`src/sv/gcb_pkg.sv`:
```
// ----------------------------------------------------------------------------
// gcb_pkg
// Types and constants shared by the glyph coverage blend block.
// ----------------------------------------------------------------------------
package gcb_pkg;

    // Largest surface dimension the block accepts (default)
    localparam int unsigned MAX_DIM_DEF = 4096;

    // Configuration port widths
    localparam int unsigned CFG_IDX_W  = 8;
    localparam int unsigned CFG_DATA_W = 32;

    // Register indexes
    localparam logic [CFG_IDX_W-1:0] REG_FG_COLOR    = 8'd0;
    localparam logic [CFG_IDX_W-1:0] REG_CLIP_LEFT   = 8'd1;
    localparam logic [CFG_IDX_W-1:0] REG_CLIP_TOP    = 8'd2;
    localparam logic [CFG_IDX_W-1:0] REG_CLIP_RIGHT  = 8'd3;
    localparam logic [CFG_IDX_W-1:0] REG_CLIP_BOTTOM = 8'd4;
    localparam logic [CFG_IDX_W-1:0] REG_SURF_WIDTH  = 8'd5;
    localparam logic [CFG_IDX_W-1:0] REG_SURF_HEIGHT = 8'd6;
    localparam logic [CFG_IDX_W-1:0] REG_ASCENT      = 8'd7;

    // Register reset values
    localparam logic [31:0] FG_COLOR_RST    = 32'hFFFF_FFFF;
    localparam logic [15:0] CLIP_LEFT_RST   = 16'd0;
    localparam logic [15:0] CLIP_TOP_RST    = 16'd0;
    localparam logic [15:0] CLIP_RIGHT_RST  = 16'd4096;
    localparam logic [15:0] CLIP_BOTTOM_RST = 16'd4096;
    localparam logic [12:0] SURF_WIDTH_RST  = 13'd4096;
    localparam logic [12:0] SURF_HEIGHT_RST = 13'd4096;
    localparam logic [7:0]  ASCENT_RST      = 8'd0;

    // Blend constants
    localparam logic [7:0]  ALPHA_OPAQUE = 8'hFF;
    localparam logic [15:0] BLEND_ROUND  = 16'd127;

    // Internal coordinate width: covers origin + ascent + offset + row
    localparam int unsigned COORD_W = 20;

    // One input beat
    typedef struct packed {
        logic signed [15:0] origin_x;
        logic signed [15:0] origin_y;
        logic signed [7:0]  glyph_dx;
        logic signed [7:0]  glyph_dy;
        logic [7:0]         mask_col;
        logic [7:0]         mask_row;
        logic [7:0]         coverage;
        logic [31:0]        background;
    } gcb_in_t;

    // One result beat
    typedef struct packed {
        logic        write_enable;
        logic [11:0] pixel_x;
        logic [11:0] pixel_y;
        logic [31:0] pixel_value;
    } gcb_out_t;

endpackage

```
`src/sv/glyph_coverage_blend.sv`:
```
// ----------------------------------------------------------------------------
// glyph_coverage_blend
// Places one glyph mask sample on the surface, clips it and blends the
// foreground color over the background pixel with its coverage alpha.
// ----------------------------------------------------------------------------
// Usage:
//   s_valid/s_ready/s_data carry one mask sample per beat (gcb_in_t).
//   m_valid/m_ready/m_data return exactly one result beat per sample
//   (gcb_out_t); write_enable low means nothing is written and the other
//   fields are zero.
//   cfg_valid/cfg_ready/cfg_index/cfg_data write the registers; cfg_ready
//   is always high. Indexes beyond the ascent register are ignored.
//   The user must write registers only while no sample is in flight; the
//   block itself does not enforce this. One sample is accepted every cycle
//   unless a result waits on a stalled receiver. Three register stages do
//   the work: placement and channel products, then clip compare and
//   channel sums, then the divide by 255 into the output register.
//   When a result waits on a stalled receiver, the whole pipeline holds and
//   s_ready drops; nothing is lost or repeated.
//   Reset (aresetn low, synchronous) empties the pipeline and loads the
//   register defaults: white foreground, clip box 0..4096, 4096x4096
//   surface, zero ascent.
// ----------------------------------------------------------------------------
module glyph_coverage_blend #(
    parameter int unsigned MAX_DIM = gcb_pkg::MAX_DIM_DEF
) (
    input  logic                            aclk,
    input  logic                            aresetn,
    // sample input
    input  logic                            s_valid,
    output logic                            s_ready,
    input  gcb_pkg::gcb_in_t                s_data,
    // result output
    output logic                            m_valid,
    input  logic                            m_ready,
    output gcb_pkg::gcb_out_t               m_data,
    // configuration writes
    input  logic                            cfg_valid,
    output logic                            cfg_ready,
    input  logic [gcb_pkg::CFG_IDX_W-1:0]   cfg_index,
    input  logic [gcb_pkg::CFG_DATA_W-1:0]  cfg_data
);

    localparam int unsigned CW    = gcb_pkg::COORD_W;
    localparam int unsigned DIM_W = 17;
    localparam logic [DIM_W-1:0] MAX_DIM_L = DIM_W'(MAX_DIM);

    // ------------------------------------------------------------------
    // Configuration registers
    // ------------------------------------------------------------------
    logic [31:0]        fg_color_reg,    fg_color_next;
    logic signed [15:0] clip_left_reg,   clip_left_next;
    logic signed [15:0] clip_top_reg,    clip_top_next;
    logic signed [15:0] clip_right_reg,  clip_right_next;
    logic signed [15:0] clip_bottom_reg, clip_bottom_next;
    logic [12:0]        surf_width_reg,  surf_width_next;
    logic [12:0]        surf_height_reg, surf_height_next;
    logic signed [7:0]  ascent_reg,      ascent_next;

    assign cfg_ready = 1'b1;

    always_comb begin
        fg_color_next    = fg_color_reg;
        clip_left_next   = clip_left_reg;
        clip_top_next    = clip_top_reg;
        clip_right_next  = clip_right_reg;
        clip_bottom_next = clip_bottom_reg;
        surf_width_next  = surf_width_reg;
        surf_height_next = surf_height_reg;
        ascent_next      = ascent_reg;
        if (cfg_valid) begin
            case (cfg_index)
                gcb_pkg::REG_FG_COLOR:    fg_color_next    = cfg_data;
                gcb_pkg::REG_CLIP_LEFT:   clip_left_next   = cfg_data[15:0];
                gcb_pkg::REG_CLIP_TOP:    clip_top_next    = cfg_data[15:0];
                gcb_pkg::REG_CLIP_RIGHT:  clip_right_next  = cfg_data[15:0];
                gcb_pkg::REG_CLIP_BOTTOM: clip_bottom_next = cfg_data[15:0];
                gcb_pkg::REG_SURF_WIDTH:  surf_width_next  = cfg_data[12:0];
                gcb_pkg::REG_SURF_HEIGHT: surf_height_next = cfg_data[12:0];
                gcb_pkg::REG_ASCENT:      ascent_next      = cfg_data[7:0];
                default: ;
            endcase
        end
    end

    always_ff @(posedge aclk) begin
        if (!aresetn) begin
            fg_color_reg    <= gcb_pkg::FG_COLOR_RST;
            clip_left_reg   <= gcb_pkg::CLIP_LEFT_RST;
            clip_top_reg    <= gcb_pkg::CLIP_TOP_RST;
            clip_right_reg  <= gcb_pkg::CLIP_RIGHT_RST;
            clip_bottom_reg <= gcb_pkg::CLIP_BOTTOM_RST;
            surf_width_reg  <= gcb_pkg::SURF_WIDTH_RST;
            surf_height_reg <= gcb_pkg::SURF_HEIGHT_RST;
            ascent_reg      <= gcb_pkg::ASCENT_RST;
        end else begin
            fg_color_reg    <= fg_color_next;
            clip_left_reg   <= clip_left_next;
            clip_top_reg    <= clip_top_next;
            clip_right_reg  <= clip_right_next;
            clip_bottom_reg <= clip_bottom_next;
            surf_width_reg  <= surf_width_next;
            surf_height_reg <= surf_height_next;
            ascent_reg      <= ascent_next;
        end
    end

    // ------------------------------------------------------------------
    // Effective clip window, registered (the user keeps config static while busy; not enforced)
    // ------------------------------------------------------------------
    logic [DIM_W-1:0]    w_sat, h_sat;
    logic signed [CW-1:0] w_s, h_s, cr_s, cb_s;
    logic signed [CW-1:0] x1_next, y1_next, x2_next, y2_next;
    logic signed [CW-1:0] x1_reg, y1_reg, x2_reg, y2_reg;

    always_comb begin
        w_sat   = (DIM_W'(surf_width_reg) > MAX_DIM_L) ? MAX_DIM_L : DIM_W'(surf_width_reg);
        h_sat   = (DIM_W'(surf_height_reg) > MAX_DIM_L) ? MAX_DIM_L : DIM_W'(surf_height_reg);
        w_s     = signed'(CW'(w_sat));
        h_s     = signed'(CW'(h_sat));
        cr_s    = CW'(clip_right_reg);
        cb_s    = CW'(clip_bottom_reg);
        x1_next = clip_left_reg[15] ? '0 : CW'(clip_left_reg);
        y1_next = clip_top_reg[15]  ? '0 : CW'(clip_top_reg);
        x2_next = (cr_s > w_s) ? w_s : cr_s;
        y2_next = (cb_s > h_s) ? h_s : cb_s;
    end

    always_ff @(posedge aclk) begin
        x1_reg <= x1_next;
        y1_reg <= y1_next;
        x2_reg <= x2_next;
        y2_reg <= y2_next;
    end

    // ------------------------------------------------------------------
    // Pipeline advance: all stages move together when the output is free
    // ------------------------------------------------------------------
    logic adv;
    logic s1_valid_reg, s2_valid_reg, s3_valid_reg;

    assign adv     = !s3_valid_reg || m_ready;
    assign s_ready = adv;
    assign m_valid = s3_valid_reg;

    always_ff @(posedge aclk) begin
        if (!aresetn) begin
            s1_valid_reg <= 1'b0;
            s2_valid_reg <= 1'b0;
            s3_valid_reg <= 1'b0;
        end else if (adv) begin
            s1_valid_reg <= s_valid;
            s2_valid_reg <= s1_valid_reg;
            s3_valid_reg <= s2_valid_reg;
        end
    end

    // ------------------------------------------------------------------
    // Stage 1: placement and per-channel products
    // ------------------------------------------------------------------
    logic signed [CW-1:0] px_next, py_next, px1_reg, py1_reg;
    logic [7:0]           inv_a;
    logic [15:0]          pfg_next [3];
    logic [15:0]          pbg_next [3];
    logic [15:0]          pfg1_reg [3];
    logic [15:0]          pbg1_reg [3];
    logic [7:0]           a1_reg;

    always_comb begin
        px_next = CW'(s_data.origin_x) + CW'(s_data.glyph_dx)
                + signed'(CW'(s_data.mask_col));
        py_next = CW'(s_data.origin_y) + CW'(ascent_reg) + CW'(s_data.glyph_dy)
                + signed'(CW'(s_data.mask_row));
        inv_a   = gcb_pkg::ALPHA_OPAQUE - s_data.coverage;
        for (int c = 0; c < 3; c++) begin
            pfg_next[c] = 16'(fg_color_reg[8*c +: 8]) * 16'(s_data.coverage);
            pbg_next[c] = 16'(s_data.background[8*c +: 8]) * 16'(inv_a);
        end
    end

    always_ff @(posedge aclk) begin
        if (adv) begin
            px1_reg <= px_next;
            py1_reg <= py_next;
            a1_reg  <= s_data.coverage;
            for (int c = 0; c < 3; c++) begin
                pfg1_reg[c] <= pfg_next[c];
                pbg1_reg[c] <= pbg_next[c];
            end
        end
    end

    // ------------------------------------------------------------------
    // Stage 2: clip test and rounded channel sums
    // ------------------------------------------------------------------
    logic        in_clip;
    logic        we_next, we2_reg, opaque2_reg;
    logic [15:0] sum_next [3];
    logic [15:0] sum2_reg [3];
    logic [11:0] px2_reg, py2_reg;

    always_comb begin
        in_clip = (px1_reg >= x1_reg) && (px1_reg < x2_reg)
               && (py1_reg >= y1_reg) && (py1_reg < y2_reg);
        we_next = (a1_reg != 8'd0) && in_clip;
        // max sum is 255*255 + 127, fits 16 bits
        for (int c = 0; c < 3; c++) begin
            sum_next[c] = pfg1_reg[c] + pbg1_reg[c] + gcb_pkg::BLEND_ROUND;
        end
    end

    always_ff @(posedge aclk) begin
        if (adv) begin
            we2_reg     <= we_next;
            opaque2_reg <= (a1_reg == gcb_pkg::ALPHA_OPAQUE);
            px2_reg     <= px1_reg[11:0];
            py2_reg     <= py1_reg[11:0];
            for (int c = 0; c < 3; c++) begin
                sum2_reg[c] <= sum_next[c];
            end
        end
    end

    // ------------------------------------------------------------------
    // Stage 3: divide by 255, select the pixel, output register
    // ------------------------------------------------------------------
    logic [16:0]       quo [3];
    logic [31:0]       blend_val;
    gcb_pkg::gcb_out_t out_next, out3_reg;

    always_comb begin
        // exact floor(v/255) for v up to 255*255 + 127, the largest sum
        for (int c = 0; c < 3; c++) begin
            quo[c] = (17'(sum2_reg[c]) + 17'd1 + 17'(sum2_reg[c][15:8])) >> 8;
        end
        blend_val = {gcb_pkg::ALPHA_OPAQUE, quo[2][7:0], quo[1][7:0], quo[0][7:0]};
        out_next  = '0;
        if (we2_reg) begin
            out_next.write_enable = 1'b1;
            out_next.pixel_x      = px2_reg;
            out_next.pixel_y      = py2_reg;
            out_next.pixel_value  = opaque2_reg ? fg_color_reg : blend_val;
        end
    end

    always_ff @(posedge aclk) begin
        if (adv) begin
            out3_reg <= out_next;
        end
    end

    assign m_data = out3_reg;

endmodule
```
`config.mk`:
```
export PLATFORM = sky130hd
export DESIGN_NAME = glyph_coverage_blend
export DESIGN_NICKNAME = d
export VERILOG_FILES = /design/src/sv/gcb_pkg.sv /design/src/sv/glyph_coverage_blend.sv
export SDC_FILE = /design/constraint.sdc
export NUM_CORES = 2
export LEC_CHECK = 0
export ABC_AREA = 1
export BUFFER_PORTS_ARGS = -buffer_cell sky130_fd_sc_hd__buf_2
export CAP_MARGIN = 20
export CORE_UTILIZATION = 40
export DETAILED_ROUTE_END_ITERATION = 8
export HOLD_SLACK_MARGIN = 0.15
export SYNTH_ARGS = -nofsm -noshare
export SYNTH_HDL_FRONTEND = slang
export SYNTH_SLANG_ARGS = --single-unit
```
`constraint.sdc`:
```
create_clock -name aclk -period 12.8 [get_ports aclk]
set_clock_uncertainty 0.15 [all_clocks]
set_input_delay 0.64 -clock aclk [delete_from_list [all_inputs] [get_ports aclk]]
set_output_delay 0.64 -clock aclk [all_outputs]
set_load 0.01 [all_outputs]
```
==> run_results.csv <==
group,metric,value,unit
synthesis,synth_edf_count,272,
drt,drc_errors,0,
drt,via_per_inst,4.78,
sta,worstMarginPinSlew,1.11,ns
sta,slew_headroom,26.1,%
die,initial_core_util,40.5,%
sta,hold_viol_final,0,
power_and_ir_drop,power_frac_comb,50.7,%
synthesis,synth_cell_types,56,
global_routing,grt_use_met2,32.4,%
global_routing,grt_pass1_vias,27668,
global_routing,grtUsageMet1,23.3,%
critical_path,worstPathRequired,13.01,ns
layout,layout_common_cells,"inv_1 (949), nand2_1 (773), ha_1 (466)",
critical_path,critPathKind,"in -> reg",
global_routing,grtUsageTotal,18.4,%
layout,fin_nets,5374,
synthesis,syn_area_per_cell,8.60,um^2
global_routing,grt_pass1_wl,139000,um
die,io_pins,209,
worst_hold_path,hold_class,"in -> reg",
sta,setup_viol,0,
sta,rsz0062_at_grt,"no",
layout,area_growth,11.4,%
layout,layout.cells.most_common,"inv_1",
cts,numCtsBuffers,56,
sta,fin_crit_sh,41.2,%
power_and_ir_drop,p_leak,0.0218,uW
synthesis,synth-async-reset-ratio,0,%
synthesis,ys.flop_type,"edfxtp_1",
critical_path,r2r-start,"fg_color_reg[21]$_SDFFE_PN1P_",
drt,drt_iter0_drc,1402,
flow_run,max_cap_viol_count,0,
synthesis,syn_area,37300,um^2
cts,clk_latency,0.65,ns
cts,cts.clk_slew.worst_paths,0.06,ns
critical_path,worstReg2RegEnd,"pfg1_reg[0][44]$_DFFE_PP_",
synthesis,ys_seq_area_share,32.4,%
drt,drt-total-wl,86100,um
worst_hold_path,hold_end,"fg_color_reg[27]$_SDFFE_PN1P_",
global_routing,grt_overflow,0,
power_and_ir_drop,powerDensity,198,nW/um^2
layout,drive_above_1_share,8.41,%
layout,n_fill_cell,9090,
die,die_y,307,um
sta,slew_violations,0,
critical_path,crit_path_end_kind,"flop",
critical_path,crit_path_max_fanout,41,
sta,postLayoutSetupSlackWorst,7.52,ns
cts,clock_path_buffers,3,
cts,cts_tree,"built",
sta,fmax,0.190,GHz
critical_path,r2r_slack,8.25,ns
place,place_congestion,0.852,
die,die_x,307,um
power_and_ir_drop,clkPwrFrac,20.3,%
place,hpwl,64400,um
drt,wl_per_cell,14.8,um
place,dpl_worst_slack,6.93,ns
drt,ant_nets,0,
die,core,92100,um^2
sta,fin_setup_tns,0,ns
power_and_ir_drop,p_switching,3380,uW
die,dieArea,94500,um^2
critical_path,critPathLaunch,"s_data[37]",
power_and_ir_drop,ir_drop,0.160,mV
sta,post-route-min-period,5.28,ns
synthesis,ys_ff_latch,467,
power_and_ir_drop,p_seq_share,29.0,%
drt,drt_pass1_iterations,5,
die,row_count,111,
critical_path,cp-start-kind,"input pin",
global_routing,grt_max_degree,100,
power_and_ir_drop,p_int,4830,uW
global_routing,met3_usage,2.70,%
critical_path,arrival,5.48,ns
synthesis,syn_nets,5207,
global_routing,antenna_found_initial,2,
synthesis,yosysWarnings,0,
layout,finish.utilization,45.2,%
worst_hold_path,hp-start,"cfg_data[27]",
cts,cts_max_level,2,
outcome,status,"finished clean",
global_routing,grt.busiest_layer,"met2",
worst_hold_path,holdPathStages,3,
cts,clk_root_buffer_cell,"clkbuf_16",
cts,clock-sinks,467,
layout,largest_reg_flops,57,
critical_path,r2r_cells,15,
drt,via_count,27731,
synthesis,synthCells,4340,
power_and_ir_drop,sw_frac_of_total,41.2,%
place,port_buffers,199,
-- final cells by class --
class	count	area, um^2	share of cell area, %
Clock buffer	74	1650	3.96
Sequential cell	467	12100	29.0
Timing Repair Buffer	228	1250	3.02
Clock inverter	31	350	0.843
Inverter	957	3600	8.66
Multi-Input combinational cell	2797	21100	50.7
Antenna cell	2	5.00	0.0120
Tap cell	1243	1560	3.74
-- logic make-up after synthesis --
logic type / Yosys count / share of synthesized area, %
buffers and inverters: 1076 / 11.1
AOI/OAI and AO/OA: 588 / 8.87
DFF: 467 / 32.4
adders and majority gates: 718 / 29.1
xor gates and xnor gates: 144 / 3.38
and+or+nand+nor: 1346 / 15.1
other: 1 / 0.0101
-- critical path: stages --
cell	delay, ns
buf_2	0.07
buf_4	0.49
clkinv_1	0.63
nand2_1	0.23
fa_1	0.46
fa_1	0.54
inv_1	0.06
fa_1	0.53
inv_1	0.06
fa_1	0.52
inv_1	0.04
ha_1	0.34
a21o_1	0.21
a21oi_1	0.20
o21ai_1	0.13
nand2_1	0.08
nand3_1	0.08
xor2_1	0.14
-- layer usage --
layer / vias to the layer above / share of wire (%)
met5: - / 0
li1: 14072 / -
met3: 135 / 4.5
met2: 543 / 48
met4: 0 / 2.6
met1: 12981 / 45
-- power groups by stage --
stage / clock [uW] / sequential [uW] / combinational (uW)
after floorplan: 0 / 2340 / 3260
after global placement: 0 / 2420 / 4110
after detailed placement: 0 / 2420 / 4160
after CTS: 1710 / 2390 / 4210
after global routing: 1770 / 2410 / 4820
final: 1670 / 2380 / 4160
-- cells in the mapped netlist, types with 45 or more instances --
library cell	number	area, um^2
nand2_1	773	2900
fa_1	252	5040
xor2_1	96	841
a21oi_1	293	1470
nand3_1	112	561
o21ai_1	45	225
clkbuf_1	81	304
xnor2_1	48	420
o21ai_0	145	726
ha_1	466	5830
dfxtp_1	195	3900
nor2_1	328	1230
inv_1	950	3570
edfxtp_1	272	8170
-- metrics by stage --
| step | cells | hold WS [ns] | area [um^2] | power, uW |
|---|---|---|---|---|
| 6_report | 5799 | 0.194 | 41600 | 8210 |
| 5_1_grt | 5797 | 0.159 | 41600 | 8990 |
| 4_1_cts | 5797 | 0.157 | 41600 | 8310 |
| 3_5_place_dp | 5677 | 0.239 | 39400 | 6580 |
| 3_3_place_gp | 5677 | 0.239 | 39400 | 6530 |
| 2_1_floorplan | 4340 | 0.250 | 37300 | 5590 |
-- how the worst max path moves through the flow --
stage / to / slack [ns] / cells after the start
after global routing: pbg1_reg[0][12]$_DFFE_PP_ / 7.32 / 18
after detailed placement: pbg1_reg[0][12]$_DFFE_PP_ / 6.93 / 18
after CTS: pbg1_reg[0][12]$_DFFE_PP_ / 7.58 / 18
final: pbg1_reg[0][12]$_DFFE_PP_ / 7.52 / 18
after global placement: pbg1_reg[0][12]$_DFFE_PP_ / 6.91 / 18
after floorplan: s_ready / 5.97 / 2
-- repair_timing --
| item | CTS | global route |
|---|---|---|
| endpoints found under the hold margin | 15 | 0 |
| hold buffers | 15 | 0 |
| setup buffers | 0 | 0 |
| resized for setup | 0 | 0 |
(Power assumes the default switching activity.)
